--- config.mk ---
export PLATFORM = sky130hd
export DESIGN_NAME = byte_stuffed_frame_receiver_unit_flat
export DESIGN_NICKNAME = d
export VERILOG_FILES = /design/src/sv/bsfr_pkg.sv /design/src/sv/bsfr_if.sv /design/src/sv/bsfr_ctrl.sv /design/src/sv/bsfr_dp.sv /design/src/sv/byte_stuffed_frame_receiver_unit.sv /design/src/flat_wrapper.sv
export SDC_FILE = /design/constraint.sdc
export NUM_CORES = 1
export LEC_CHECK = 0
export BUFFER_PORTS_ARGS = -buffer_cell sky130_fd_sc_hd__clkbuf_2
export CAP_MARGIN = 20
export CORE_ASPECT_RATIO = 2
export CORE_UTILIZATION = 50
export DETAILED_ROUTE_END_ITERATION = 16
export GPL_ROUTABILITY_DRIVEN = 0
export PLACE_DENSITY = 0.72
export SYNTH_ARGS = -nofsm -noshare
export SYNTH_HDL_FRONTEND = slang
export SYNTH_SLANG_ARGS = --single-unit
--- constraint.sdc ---
create_clock -name clock -period 3.25 [get_ports clock]
set_clock_uncertainty 0.1 [all_clocks]
set_input_delay 0 -clock clock [delete_from_list [all_inputs] [get_ports clock]]
set_output_delay 0 -clock clock [all_outputs]
set_load 0.01 [all_outputs]
--- src/sv/bsfr_pkg.sv ---
package bsfr_pkg;

   // Frame store geometry
   localparam int FRAME_DEPTH = 64;
   localparam int ADDR_W      = (FRAME_DEPTH > 1) ? $clog2(FRAME_DEPTH) : 1;

   // Fixed field widths
   localparam int BYTE_W      = 8;
   localparam int LEN_W       = 7;
   localparam int CSR_IDX_W   = 2;

   localparam logic [LEN_W-1:0] DEPTH_COUNT = LEN_W'(FRAME_DEPTH);

   // Configuration register indexes
   localparam logic [CSR_IDX_W-1:0] CSR_START_BYTE  = 2'd0;
   localparam logic [CSR_IDX_W-1:0] CSR_END_BYTE    = 2'd1;
   localparam logic [CSR_IDX_W-1:0] CSR_ESCAPE_BYTE = 2'd2;

   // Configuration reset values
   localparam logic [BYTE_W-1:0] START_BYTE_RST  = 8'd2;
   localparam logic [BYTE_W-1:0] END_BYTE_RST    = 8'd3;
   localparam logic [BYTE_W-1:0] ESCAPE_BYTE_RST = 8'd16;

   typedef enum logic [1:0] {
      ST_WAIT,
      ST_IN_FRAME,
      ST_ESCAPED,
      ST_DRAIN
   } state_type;

   // Controller to datapath
   typedef struct packed {
      logic clear_frame;
      logic keep_byte;
      logic drain_start;
      logic drain_advance;
   } cmd_type;

   // Datapath to controller
   typedef struct packed {
      logic is_start;
      logic is_escape;
      logic is_end;
      logic drain_last;
   } status_type;

endpackage

--- src/sv/bsfr_if.sv ---
interface bsfr_req_if;
   logic       valid;
   logic       ready;
   logic [7:0] rx_byte;

   modport source (output valid, output rx_byte, input ready);
   modport sink   (input valid, input rx_byte, output ready);
endinterface

interface bsfr_rsp_if;
   logic       valid;
   logic       ready;
   logic [7:0] payload_byte;
   logic       is_last;
   logic [6:0] frame_length;
   logic       overflowed;
   logic       empty_frame;

   modport source (output valid, output payload_byte, output is_last, output frame_length,
                   output overflowed, output empty_frame, input ready);
   modport sink   (input valid, input payload_byte, input is_last, input frame_length,
                   input overflowed, input empty_frame, output ready);
endinterface

--- src/sv/bsfr_ctrl.sv ---
module bsfr_ctrl (
   input  logic                 clock,
   input  logic                 reset,
   input  logic                 req_valid,
   output logic                 req_ready,
   output logic                 rsp_valid,
   input  logic                 rsp_ready,
   input  bsfr_pkg::status_type status,
   output bsfr_pkg::cmd_type    cmd
);
   import bsfr_pkg::*;

   state_type state_ff;
   state_type state_in;

   always_ff @(posedge clock) begin
      if (reset) begin
         state_ff <= ST_WAIT;
      end else begin
         state_ff <= state_in;
      end
   end

   always_comb begin
      state_in  = state_ff;
      cmd       = '0;
      req_ready = 1'b0;
      rsp_valid = 1'b0;
      unique case (state_ff)
         ST_WAIT: begin
            req_ready = 1'b1;
            if (req_valid && status.is_start) begin
               cmd.clear_frame = 1'b1;
               state_in        = ST_IN_FRAME;
            end
         end
         ST_IN_FRAME: begin
            req_ready = 1'b1;
            if (req_valid) begin
               priority if (status.is_start) begin
                  cmd.clear_frame = 1'b1;
               end else if (status.is_escape) begin
                  state_in = ST_ESCAPED;
               end else if (status.is_end) begin
                  cmd.drain_start = 1'b1;
                  state_in        = ST_DRAIN;
               end else begin
                  cmd.keep_byte = 1'b1;
               end
            end
         end
         ST_ESCAPED: begin
            req_ready = 1'b1;
            if (req_valid) begin
               cmd.keep_byte = 1'b1;
               state_in      = ST_IN_FRAME;
            end
         end
         ST_DRAIN: begin
            rsp_valid = 1'b1;
            if (rsp_ready) begin
               cmd.drain_advance = 1'b1;
               if (status.drain_last) begin
                  state_in = ST_WAIT;
               end
            end
         end
         default: begin
            state_in = ST_WAIT;
         end
      endcase
   end

endmodule

--- src/sv/bsfr_dp.sv ---
module bsfr_dp (
   input  logic                         clock,
   input  logic                         reset,
   input  logic                         csr_write_en,
   input  logic [bsfr_pkg::CSR_IDX_W-1:0] csr_index,
   input  logic [bsfr_pkg::BYTE_W-1:0]  csr_wdata,
   input  logic [bsfr_pkg::BYTE_W-1:0]  rx_byte,
   input  bsfr_pkg::cmd_type            cmd,
   output bsfr_pkg::status_type         status,
   output logic [bsfr_pkg::BYTE_W-1:0]  payload_byte,
   output logic                         is_last,
   output logic [bsfr_pkg::LEN_W-1:0]   frame_length,
   output logic                         overflowed,
   output logic                         empty_frame
);
   import bsfr_pkg::*;

   logic [BYTE_W-1:0] start_byte_ff;
   logic [BYTE_W-1:0] end_byte_ff;
   logic [BYTE_W-1:0] escape_byte_ff;

   logic [BYTE_W-1:0] frame_store [FRAME_DEPTH];

   logic [LEN_W-1:0]  fill_ff;
   logic [LEN_W-1:0]  fill_in;
   logic              ovf_ff;
   logic              ovf_in;
   logic [LEN_W-1:0]  rd_idx_ff;
   logic [LEN_W-1:0]  rd_idx_in;
   logic [BYTE_W-1:0] rd_data_ff;
   logic              store_full;
   logic              store_we;

   // Configuration registers; unknown indexes drop the write
   always_ff @(posedge clock) begin
      if (reset) begin
         start_byte_ff  <= START_BYTE_RST;
         end_byte_ff    <= END_BYTE_RST;
         escape_byte_ff <= ESCAPE_BYTE_RST;
      end else if (csr_write_en) begin
         unique case (csr_index)
            CSR_START_BYTE:  start_byte_ff  <= csr_wdata;
            CSR_END_BYTE:    end_byte_ff    <= csr_wdata;
            CSR_ESCAPE_BYTE: escape_byte_ff <= csr_wdata;
            default: ;
         endcase
      end
   end

   assign store_full = (fill_ff >= DEPTH_COUNT);
   assign store_we   = cmd.keep_byte && !store_full;

   always_comb begin
      fill_in = fill_ff;
      ovf_in  = ovf_ff;
      if (cmd.clear_frame) begin
         fill_in = '0;
         ovf_in  = 1'b0;
      end else if (cmd.keep_byte) begin
         if (store_full) begin
            ovf_in = 1'b1;
         end else begin
            fill_in = fill_ff + LEN_W'(1);
         end
      end
   end

   always_comb begin
      rd_idx_in = rd_idx_ff;
      if (cmd.drain_start) begin
         rd_idx_in = '0;
      end else if (cmd.drain_advance) begin
         rd_idx_in = rd_idx_ff + LEN_W'(1);
      end
   end

   always_ff @(posedge clock) begin
      if (reset) begin
         fill_ff   <= '0;
         ovf_ff    <= 1'b0;
         rd_idx_ff <= '0;
      end else begin
         fill_ff   <= fill_in;
         ovf_ff    <= ovf_in;
         rd_idx_ff <= rd_idx_in;
      end
   end

   // Frame store: one write port, one registered read port that prefetches the next index
   always_ff @(posedge clock) begin
      if (store_we) begin
         frame_store[fill_ff[ADDR_W-1:0]] <= rx_byte;
      end
      rd_data_ff <= frame_store[rd_idx_in[ADDR_W-1:0]];
   end

   assign status.is_start   = (rx_byte == start_byte_ff);
   assign status.is_escape  = (rx_byte == escape_byte_ff);
   assign status.is_end     = (rx_byte == end_byte_ff);
   assign status.drain_last = (fill_ff == '0) || ((rd_idx_ff + LEN_W'(1)) == fill_ff);

   assign empty_frame  = (fill_ff == '0);
   assign payload_byte = empty_frame ? '0 : rd_data_ff;
   assign is_last      = status.drain_last;
   assign frame_length = fill_ff;
   assign overflowed   = ovf_ff;

endmodule

--- src/sv/byte_stuffed_frame_receiver_unit.sv ---
// Channel   Direction  Handshake      Contents
// req_if    in         valid/ready    rx_byte: one raw byte from the link
// rsp_if    out        valid/ready    payload_byte, is_last, frame_length, overflowed,
//                                     empty_frame: one result per kept payload byte
// csr_*     in         write enable   csr_index selects start, end or escape byte
//
// Intake takes one request per cycle while a frame is being parsed.
// An end byte starts the drain: N results for N kept bytes (one for an empty frame),
// one per cycle while rsp_if.ready is high, read from the frame store through
// its single registered read port; requests are held off until the last result goes.
// Reset is synchronous, active high: parser waits for a start byte, count and
// overflow flag clear, registers return to 2, 3 and 16. The store itself is not cleared.
module byte_stuffed_frame_receiver_unit (
   input  logic                           clock,
   input  logic                           reset,
   bsfr_req_if.sink                       req_if,
   bsfr_rsp_if.source                     rsp_if,
   input  logic                           csr_write_en,
   input  logic [bsfr_pkg::CSR_IDX_W-1:0] csr_index,
   input  logic [bsfr_pkg::BYTE_W-1:0]    csr_wdata
);
   import bsfr_pkg::*;

   cmd_type    cmd;
   status_type status;

   // Controller: parse phase and drain sequencing
   bsfr_ctrl u_ctrl (
      .clock     (clock),
      .reset     (reset),
      .req_valid (req_if.valid),
      .req_ready (req_if.ready),
      .rsp_valid (rsp_if.valid),
      .rsp_ready (rsp_if.ready),
      .status    (status),
      .cmd       (cmd)
   );

   // Datapath: registers, byte compare, frame store, fill count and drain index
   bsfr_dp u_dp (
      .clock        (clock),
      .reset        (reset),
      .csr_write_en (csr_write_en),
      .csr_index    (csr_index),
      .csr_wdata    (csr_wdata),
      .rx_byte      (req_if.rx_byte),
      .cmd          (cmd),
      .status       (status),
      .payload_byte (rsp_if.payload_byte),
      .is_last      (rsp_if.is_last),
      .frame_length (rsp_if.frame_length),
      .overflowed   (rsp_if.overflowed),
      .empty_frame  (rsp_if.empty_frame)
   );

endmodule

--- src/flat_wrapper.sv ---
// flat-port wrapper written by rule: the top's interface ports become plain ports
module byte_stuffed_frame_receiver_unit_flat import bsfr_pkg::*;
  (clock, reset, csr_write_en, csr_index, csr_wdata, req_if_valid, req_if_rx_byte, req_if_ready, rsp_if_valid, rsp_if_payload_byte, rsp_if_is_last, rsp_if_frame_length, rsp_if_overflowed, rsp_if_empty_frame, rsp_if_ready);
  bsfr_req_if req_if_i ();
  bsfr_rsp_if rsp_if_i ();
  input  logic clock;
  input  logic reset;
  input  logic csr_write_en;
  input  logic [bsfr_pkg::CSR_IDX_W-1:0] csr_index;
  input  logic [bsfr_pkg::BYTE_W-1:0] csr_wdata;
  input wire logic [$bits(req_if_i.valid)-1:0] req_if_valid;
  input wire logic [$bits(req_if_i.rx_byte)-1:0] req_if_rx_byte;
  output wire logic [$bits(req_if_i.ready)-1:0] req_if_ready;
  output wire logic [$bits(rsp_if_i.valid)-1:0] rsp_if_valid;
  output wire logic [$bits(rsp_if_i.payload_byte)-1:0] rsp_if_payload_byte;
  output wire logic [$bits(rsp_if_i.is_last)-1:0] rsp_if_is_last;
  output wire logic [$bits(rsp_if_i.frame_length)-1:0] rsp_if_frame_length;
  output wire logic [$bits(rsp_if_i.overflowed)-1:0] rsp_if_overflowed;
  output wire logic [$bits(rsp_if_i.empty_frame)-1:0] rsp_if_empty_frame;
  input wire logic [$bits(rsp_if_i.ready)-1:0] rsp_if_ready;
  assign req_if_i.valid = req_if_valid;
  assign req_if_i.rx_byte = req_if_rx_byte;
  assign req_if_ready = req_if_i.ready;
  assign rsp_if_valid = rsp_if_i.valid;
  assign rsp_if_payload_byte = rsp_if_i.payload_byte;
  assign rsp_if_is_last = rsp_if_i.is_last;
  assign rsp_if_frame_length = rsp_if_i.frame_length;
  assign rsp_if_overflowed = rsp_if_i.overflowed;
  assign rsp_if_empty_frame = rsp_if_i.empty_frame;
  assign rsp_if_i.ready = rsp_if_ready;
  byte_stuffed_frame_receiver_unit u_core (.clock(clock), .reset(reset), .req_if(req_if_i), .rsp_if(rsp_if_i), .csr_write_en(csr_write_en), .csr_index(csr_index), .csr_wdata(csr_wdata));
endmodule
==> impl_metrics.ini, run 1 <==
[run_status]
outcome = completed

[setup_path]
required_ns = 3.67
cp.arrival_ns = 3.66
path_max_fanout = 14
reg2reg_depth = 13
path_cells = xor2_1 > nor4_1 > buf_4 > a2111oi_4 > buf_12 > buf_4 > a21o_1 > buf_4 > nor2_1 > a2111oi_1 > buf_4 > nor4_1 > o211ai_1
cp_common_cell = buf_4
cp_slowest_cell = a2111oi_1
startpoint_type = register
crit_type = register to register
max_stage_delay_ns = 0.53
cp-end-kind = register

[run]
cap_violations = 0

[cts]
clk_pin_slew_ns = 0.07
cts_tree = yes
clockBufferDepth = 3
cts_buffers = 44
clock_sinks = 561
htree_levels = 2
cts_root_buf = clkbuf_16
clkLatencyLatePin_ns = 0.60

[synth]
ys.warnings.count = 0
syn_avg_cell_area_um2 = 14.1
syn_inst = 1634
ys_seq_elements = 561
synth.net_count = 1665
syn_area_mm2 = 0.0231
yosys.area.top_type = edfxtp_1
synth_top_cell_area_share = 0.666
async_flop_share = 0
ys_top_cells_by_area = edfxtp_1, dfxtp_1, mux2i_1, nand2_1, mux4_2
synthFlopType = edfxtp_1
synth_cell_types = 69
synth_edf_count = 512
synth-seq-area-share = 0.708

[grt]
grt_overflow = 0
grt_pass1_vias = 15900
antenna_found_initial = 0
grt_pass1_wl_mm = 103
grt_max_degree = 65
grtUsageTotal = 0.307

[final_layout]
finalCoreUtilization = 0.603
n_antenna_cell = 0
layout-drive-gt1-share = 0.225
syn2layout_area_growth_pct = 19.3
final_nets = 1908

[floorplanning]
fp.dieH_um = 306
die-area_mm2 = 0.0471
io_pins = 43
core_area_mm2 = 0.0457
start_util = 0.506
die_w_um = 154
rows = 111

[route]
wl_met2_mm = 35.9
wl_per_cell_um = 28.5
met1Wirelength_mm = 21.6
highest_layer = met4
firstDrtPassIters = 7
via_per_inst = 6.35
wirelength_mm = 70.7
ant_nets = 0
vias = 15700
remaining_drc_errors = 0
first_iter_violations = 2005
wl_met3_mm = 5.64

[timing]
slew_violations = 0
maxSlewHeadroom = 0.454
timing.final.crit_share = 0.997
min_period_ns = 3.24
fmax_mhz = 309
hold_violations = 0
setup_violations = 0
tightest_slew_ns = 0.818
rsz0062_at_grt = true

[power]
power_density_mw_per_mm2 = 551
leakage_nw = 9.88
ir_drop_v = 0.000564
design_power_total_mw = 15.2

[placement]
dp_hpwl_mm = 49.2
io_buffers = 42

[min_path]
hold_depth = 3
hold_path_class = input pin to register
-- cells in the final DEF, fill, tap and decap left out, types with 18 or more instances in the layout --
master	count
dfxtp_1	46
o211ai_1	21
nor3_1	36
dlygate4sd3_1	24
a211oi_1	36
buf_12	19
mux2i_1	75
edfxtp_1	512
buf_4	210
clkbuf_2	42
mux4_2	28
inv_1	19
nand2_1	192
clkbuf_16	45
nand3_1	31
nor2_1	162
o22ai_1	18
a21oi_1	59
xor2_1	21
-- stage by stage --
step           hold WS (ns)  std cells  TNS (ns)  worst slack (ns)  area [um^2]
4_1_cts             0.00558       2475         0            0.0143        27400
6_report             0.0309       2477         0            0.0110        27600
3_5_place_dp          0.175       2365     -1.77            -0.424        25600
5_1_grt              0.0239       2477     -1.23           -0.0937        27600
2_1_floorplan      -0.00113       1634         0             0.381        23100
3_3_place_gp          0.170       2365     -1.65            -0.427        25600
-- synth_stat cells (18+ instances only) --
master    count
clkbuf_1     48
buf_2        31
xnor2_1      19
nor3_1       37
inv_1        19
mux2i_1      76
o22ai_1      18
mux4_2       28
dfxtp_1      49
nand2_1     195
a211oi_1     36
o21ai_0      18
a21oi_1      64
xor2_1       23
nor2_1      163
o211ai_1     21
nand3_1      36
edfxtp_1    512
-- what timing repair did --
item	in CTS	in global routing
gates resized for setup	13	22
pin swaps	1	1
endpoints found under the setup margin	8	22
endpoints found under the hold margin	81	28
hold buffers	22	2
gates cloned	0	0
setup buffers	7	0
-- cell type report --
type	count	area (um^2)
clock buffers	51	1150
well taps	565	707
flip-flops and latches	561	16400
multi-input cells	954	6440
fillers	3351	18100
inverters	19	71.3
clock inverters	30	373
repair buffers	297	2450
-- final timing paths --
check	from	end	slack, ns
hold / removal	req_if_rx_byte[7]	u_core.u_dp.frame_store[24][7]	0.03
setup reg to reg	u_core.u_dp.start_byte_ff[0]	u_core.u_dp.rd_data_ff[1]	0.01
setup / recovery	u_core.u_dp.start_byte_ff[0]	u_core.u_dp.rd_data_ff[1]	0.01
hold reg to reg	u_core.u_dp.overflowed	u_core.u_dp.overflowed	0.38
-- flip-flops by register name (all words and copies together) (netlist names) --
| register | cells |
|---|---|
| u_core.u_ctrl.state_ff | 2 |
| u_core.u_dp.end_byte_ff | 8 |
| u_core.u_dp.escape_byte_ff | 8 |
| u_core.u_dp.frame_length | 7 |
| u_core.u_dp.frame_store | 512 |
| u_core.u_dp.overflowed | 1 |
| u_core.u_dp.rd_data_ff | 8 |
| u_core.u_dp.rd_idx_ff | 7 |
| u_core.u_dp.start_byte_ff | 8 |
-- layer usage --
layer | vias up | track usage
li1 | 6721 | -
met1 | 7690 | 0.315
met2 | 973 | 0.532
met3 | 339 | 0.0555
met4 | 0 | 0.277
met5 | - | 0
-- power breakdown --
group | internal (mW) | switching [mW]
sequential | 7.91 | 0.0619
clock | 3.14 | 2.59
combinational | 0.567 | 0.909
-- critical path, delay by kind of cell (launching register included) --
kind,cells,cell delay (ns)
AOI/OAI and AO/OA,4,1.23
DFF,1,0.35
buffers and inverters,5,0.97
xor gates and xnor gates,1,0.27
and+or+nand+nor,3,0.25
-- cells by family (layout without fill, tap and decap cells) --
logic type	Yosys count	after routing	synth area share
flip-flops	561	561	0.708
AO/OA/AOI/OAI	281	281	0.0866
AND/OR/NAND/NOR	502	502	0.0945
adder cells (fa/ha/maj)	8	8	0.00433
buffers and inverters	119	397	0.0222
XOR/XNOR	42	42	0.0159
multiplexers	121	121	0.0685
(Power assumes the default switching activity.)
==> run 2, diff against run 1 <==
CAP_MARGIN = 10   (was 20)
SYNTH_HIERARCHICAL = 1   (was not set)
==> impl_metrics.ini, run 2 <==
[cts]
clkLatencyLatePin_ns = 0.59
clock_sinks = 561
clk_pin_slew_ns = 0.07
cts_tree = yes
htree_levels = 2
clockBufferDepth = 3
cts_root_buf = clkbuf_16
cts_buffers = 44

[setup_path]
path_cells = xnor2_2 > nand4_1 > nor2_2 > nor2_1 > and4_4 > or2_4 > buf_12 > buf_12 > buf_12 > buf_8 > mux4_2 > a22oi_2 > nand4_1 > o211a_1
required_ns = 3.61
cp.arrival_ns = 3.71
cp-end-kind = register
crit_type = register to register
path_max_fanout = 6
max_stage_delay_ns = 0.46
cp_common_cell = buf_12
cp_slowest_cell = nand4_1
startpoint_type = register
reg2reg_depth = 14

[floorplanning]
io_pins = 43
rows = 112
die-area_mm2 = 0.0481
fp.dieH_um = 309
die_w_um = 156
start_util = 0.506
core_area_mm2 = 0.0467

[synth]
synth_cell_types = 67
synth_top_cell_area_share = 0.651
ys_top_cells_by_area = edfxtp_1, mux4_2, dfxtp_1, nor2_1, nand2_1
ys_seq_elements = 561
synth-seq-area-share = 0.693
synth_common_cells = edfxtp_1, nor2_1, nand2_1
synth_edf_count = 512
syn_inst = 1581
syn_avg_cell_area_um2 = 14.9
yosys.area.top_type = edfxtp_1
async_flop_share = 0
synthFlopType = edfxtp_1
yosysMostFrequentCell = edfxtp_1
synth.net_count = 1612
syn_area_mm2 = 0.0236
ys.warnings.count = 6

[route]
via_per_inst = 6.13
ant_nets = 0
wl_per_cell_um = 26.6
met1Wirelength_mm = 21.5
wl_met2_mm = 35.6
remaining_drc_errors = 0
vias = 15500
highest_layer = met5
firstDrtPassIters = 5
wl_met3_mm = 4.48
wirelength_mm = 67.2
first_iter_violations = 1470

[timing]
maxSlewHeadroom = 0.451
slew_violations = 0
setup_violations = 2
tightest_slew_ns = 0.824
worst_slack_ns = -0.0941
rsz0062_at_grt = true
min_period_ns = 3.34
hold_violations = 0
fmax_mhz = 299
timing.hold.ws_ns = 0.0275
timing.final.crit_share = 1.03

[grt]
grtUsageTotal = 0.286
grt_max_degree = 65
antenna_found_initial = 2
grt_pass1_vias = 15900
grt_pass1_wl_mm = 99.0
grt_overflow = 0

[placement]
pre_cts_ws_ns = -0.325
dp_hpwl_mm = 46.2
io_buffers = 42

[power]
leakage_nw = 9.82
ir_drop_v = 0.000448
power_density_mw_per_mm2 = 486
design_power_total_mw = 13.8

[run_status]
outcome = complete, but fails checks
violations = setup timing

[min_path]
hold_depth = 3
hold_path_class = input pin to register

[run]
cap_violations = 0

[final_layout]
largest_reg_flops = 512
layout_common_cells = edfxtp_1, buf_4, nor2_1, nand2_1, a21oi_1
final_nets = 1894
finalCoreUtilization = 0.609
fill_cells = 3355
layout_commonest_cell = edfxtp_1
syn2layout_area_growth_pct = 20.4
layout-drive-gt1-share = 0.294
[run 2: cell types whose count changed in the layout (fill, tap and decap cells not counted), moves of 12 or more]
| cell | change |
|---|---|
| a21oi_1 | +34 |
| and3_1 | -14 |
| buf_4 | +28 |
| dfxtp_1 | -18 |
| dfxtp_2 | +18 |
| mux2i_1 | -44 |
| mux4_2 | +48 |
| nand2_1 | -65 |
| nand2b_1 | +28 |
| nor2_1 | -22 |
| nor3_1 | -34 |
| o211ai_1 | -16 |
| o21ai_0 | +12 |
| xor2_1 | -13 |
[run 2: cells by family (layout without fill, tap and decap cells)]
family,after synthesis,in the layout,share of synthesized area
adders and majority gates,8,8,0.00424
muxes,139,139,0.101
DFF,561,561,0.693
xor gates and xnor gates,47,47,0.0178
buffers and inverters,125,443,0.0234
other,0,2,0
and+or+nand+nor,414,414,0.0797
AOI/OAI and AO/OA,287,287,0.0808
[run 2: final cells by class]
cell class,instances,area (um^2),area share
sequential,561,16400,0.576
antenna,2,5.00,0.000176
timing repair buffer,335,2730,0.0962
tap,627,785,0.0276
multi-input combinational,895,6950,0.244
clock inverter,20,189,0.00665
clock buffer,62,1280,0.0451
inverter,26,97.6,0.00343
[run 2: per-stage QoR]
step           cell area (um^2)  instances  TNS [ns]
3_5_place_dp              26200       2393     -1.15
3_3_place_gp              26200       2393    -0.888
6_report                  28400       2528   -0.0981
4_1_cts                   28000       2506   -0.0681
2_1_floorplan             23600       1581         0
5_1_grt                   28400       2526    -0.563
[run 2: report_power, final]
| group | total, mW | leakage (nW) | switching (mW) | internal, mW |
|---|---|---|---|---|
| Sequential | 7.89 | 5.01 | 0.0147 | 7.88 |
| Combinational | 0.403 | 4.10 | 0.247 | 0.156 |
| Clock | 5.53 | 0.719 | 2.52 | 3.01 |
| Total | 13.8 | 9.82 | 2.78 | 11.0 |
[run 2: repair_timing]
item / CTS / global route
gates resized for setup: 20 / 75
hold buffers: 24 / 0
endpoints found under the setup margin: 8 / 8
cloned: 0 / 0
pin swaps: 8 / 50
setup buffers: 7 / 21
hold endpoints to repair: 82 / 0
[run 2: worst paths after layout]
kind,from,endpoint,slack [ns]
setup / recovery,u_core/u_dp/start_byte_ff[0],u_core/u_dp/rd_data_ff[1],-0.09
hold / removal,req_if_rx_byte[5],u_core/u_dp/frame_store[10][5],0.03
setup reg to reg,u_core/u_dp/start_byte_ff[0],u_core/u_dp/rd_data_ff[1],-0.09
hold reg to reg,u_core/u_dp/overflowed,u_core/u_dp/overflowed,0.38
[run 2: critical path, delay by kind of cell, from the launching register on]
family | cells | cell delay, ns
simple gates | 6 | 1.20
buf+inv | 4 | 0.51
compound gates | 2 | 0.48
mux | 1 | 0.42
flops | 1 | 0.36
xor+xnor | 1 | 0.11
[run 2: metal layers]
metal  up-vias  track usage
met2       826        0.519
li1       6659            -
met1      7740        0.300
met5         -            0
met3       282       0.0451
met4         2        0.199
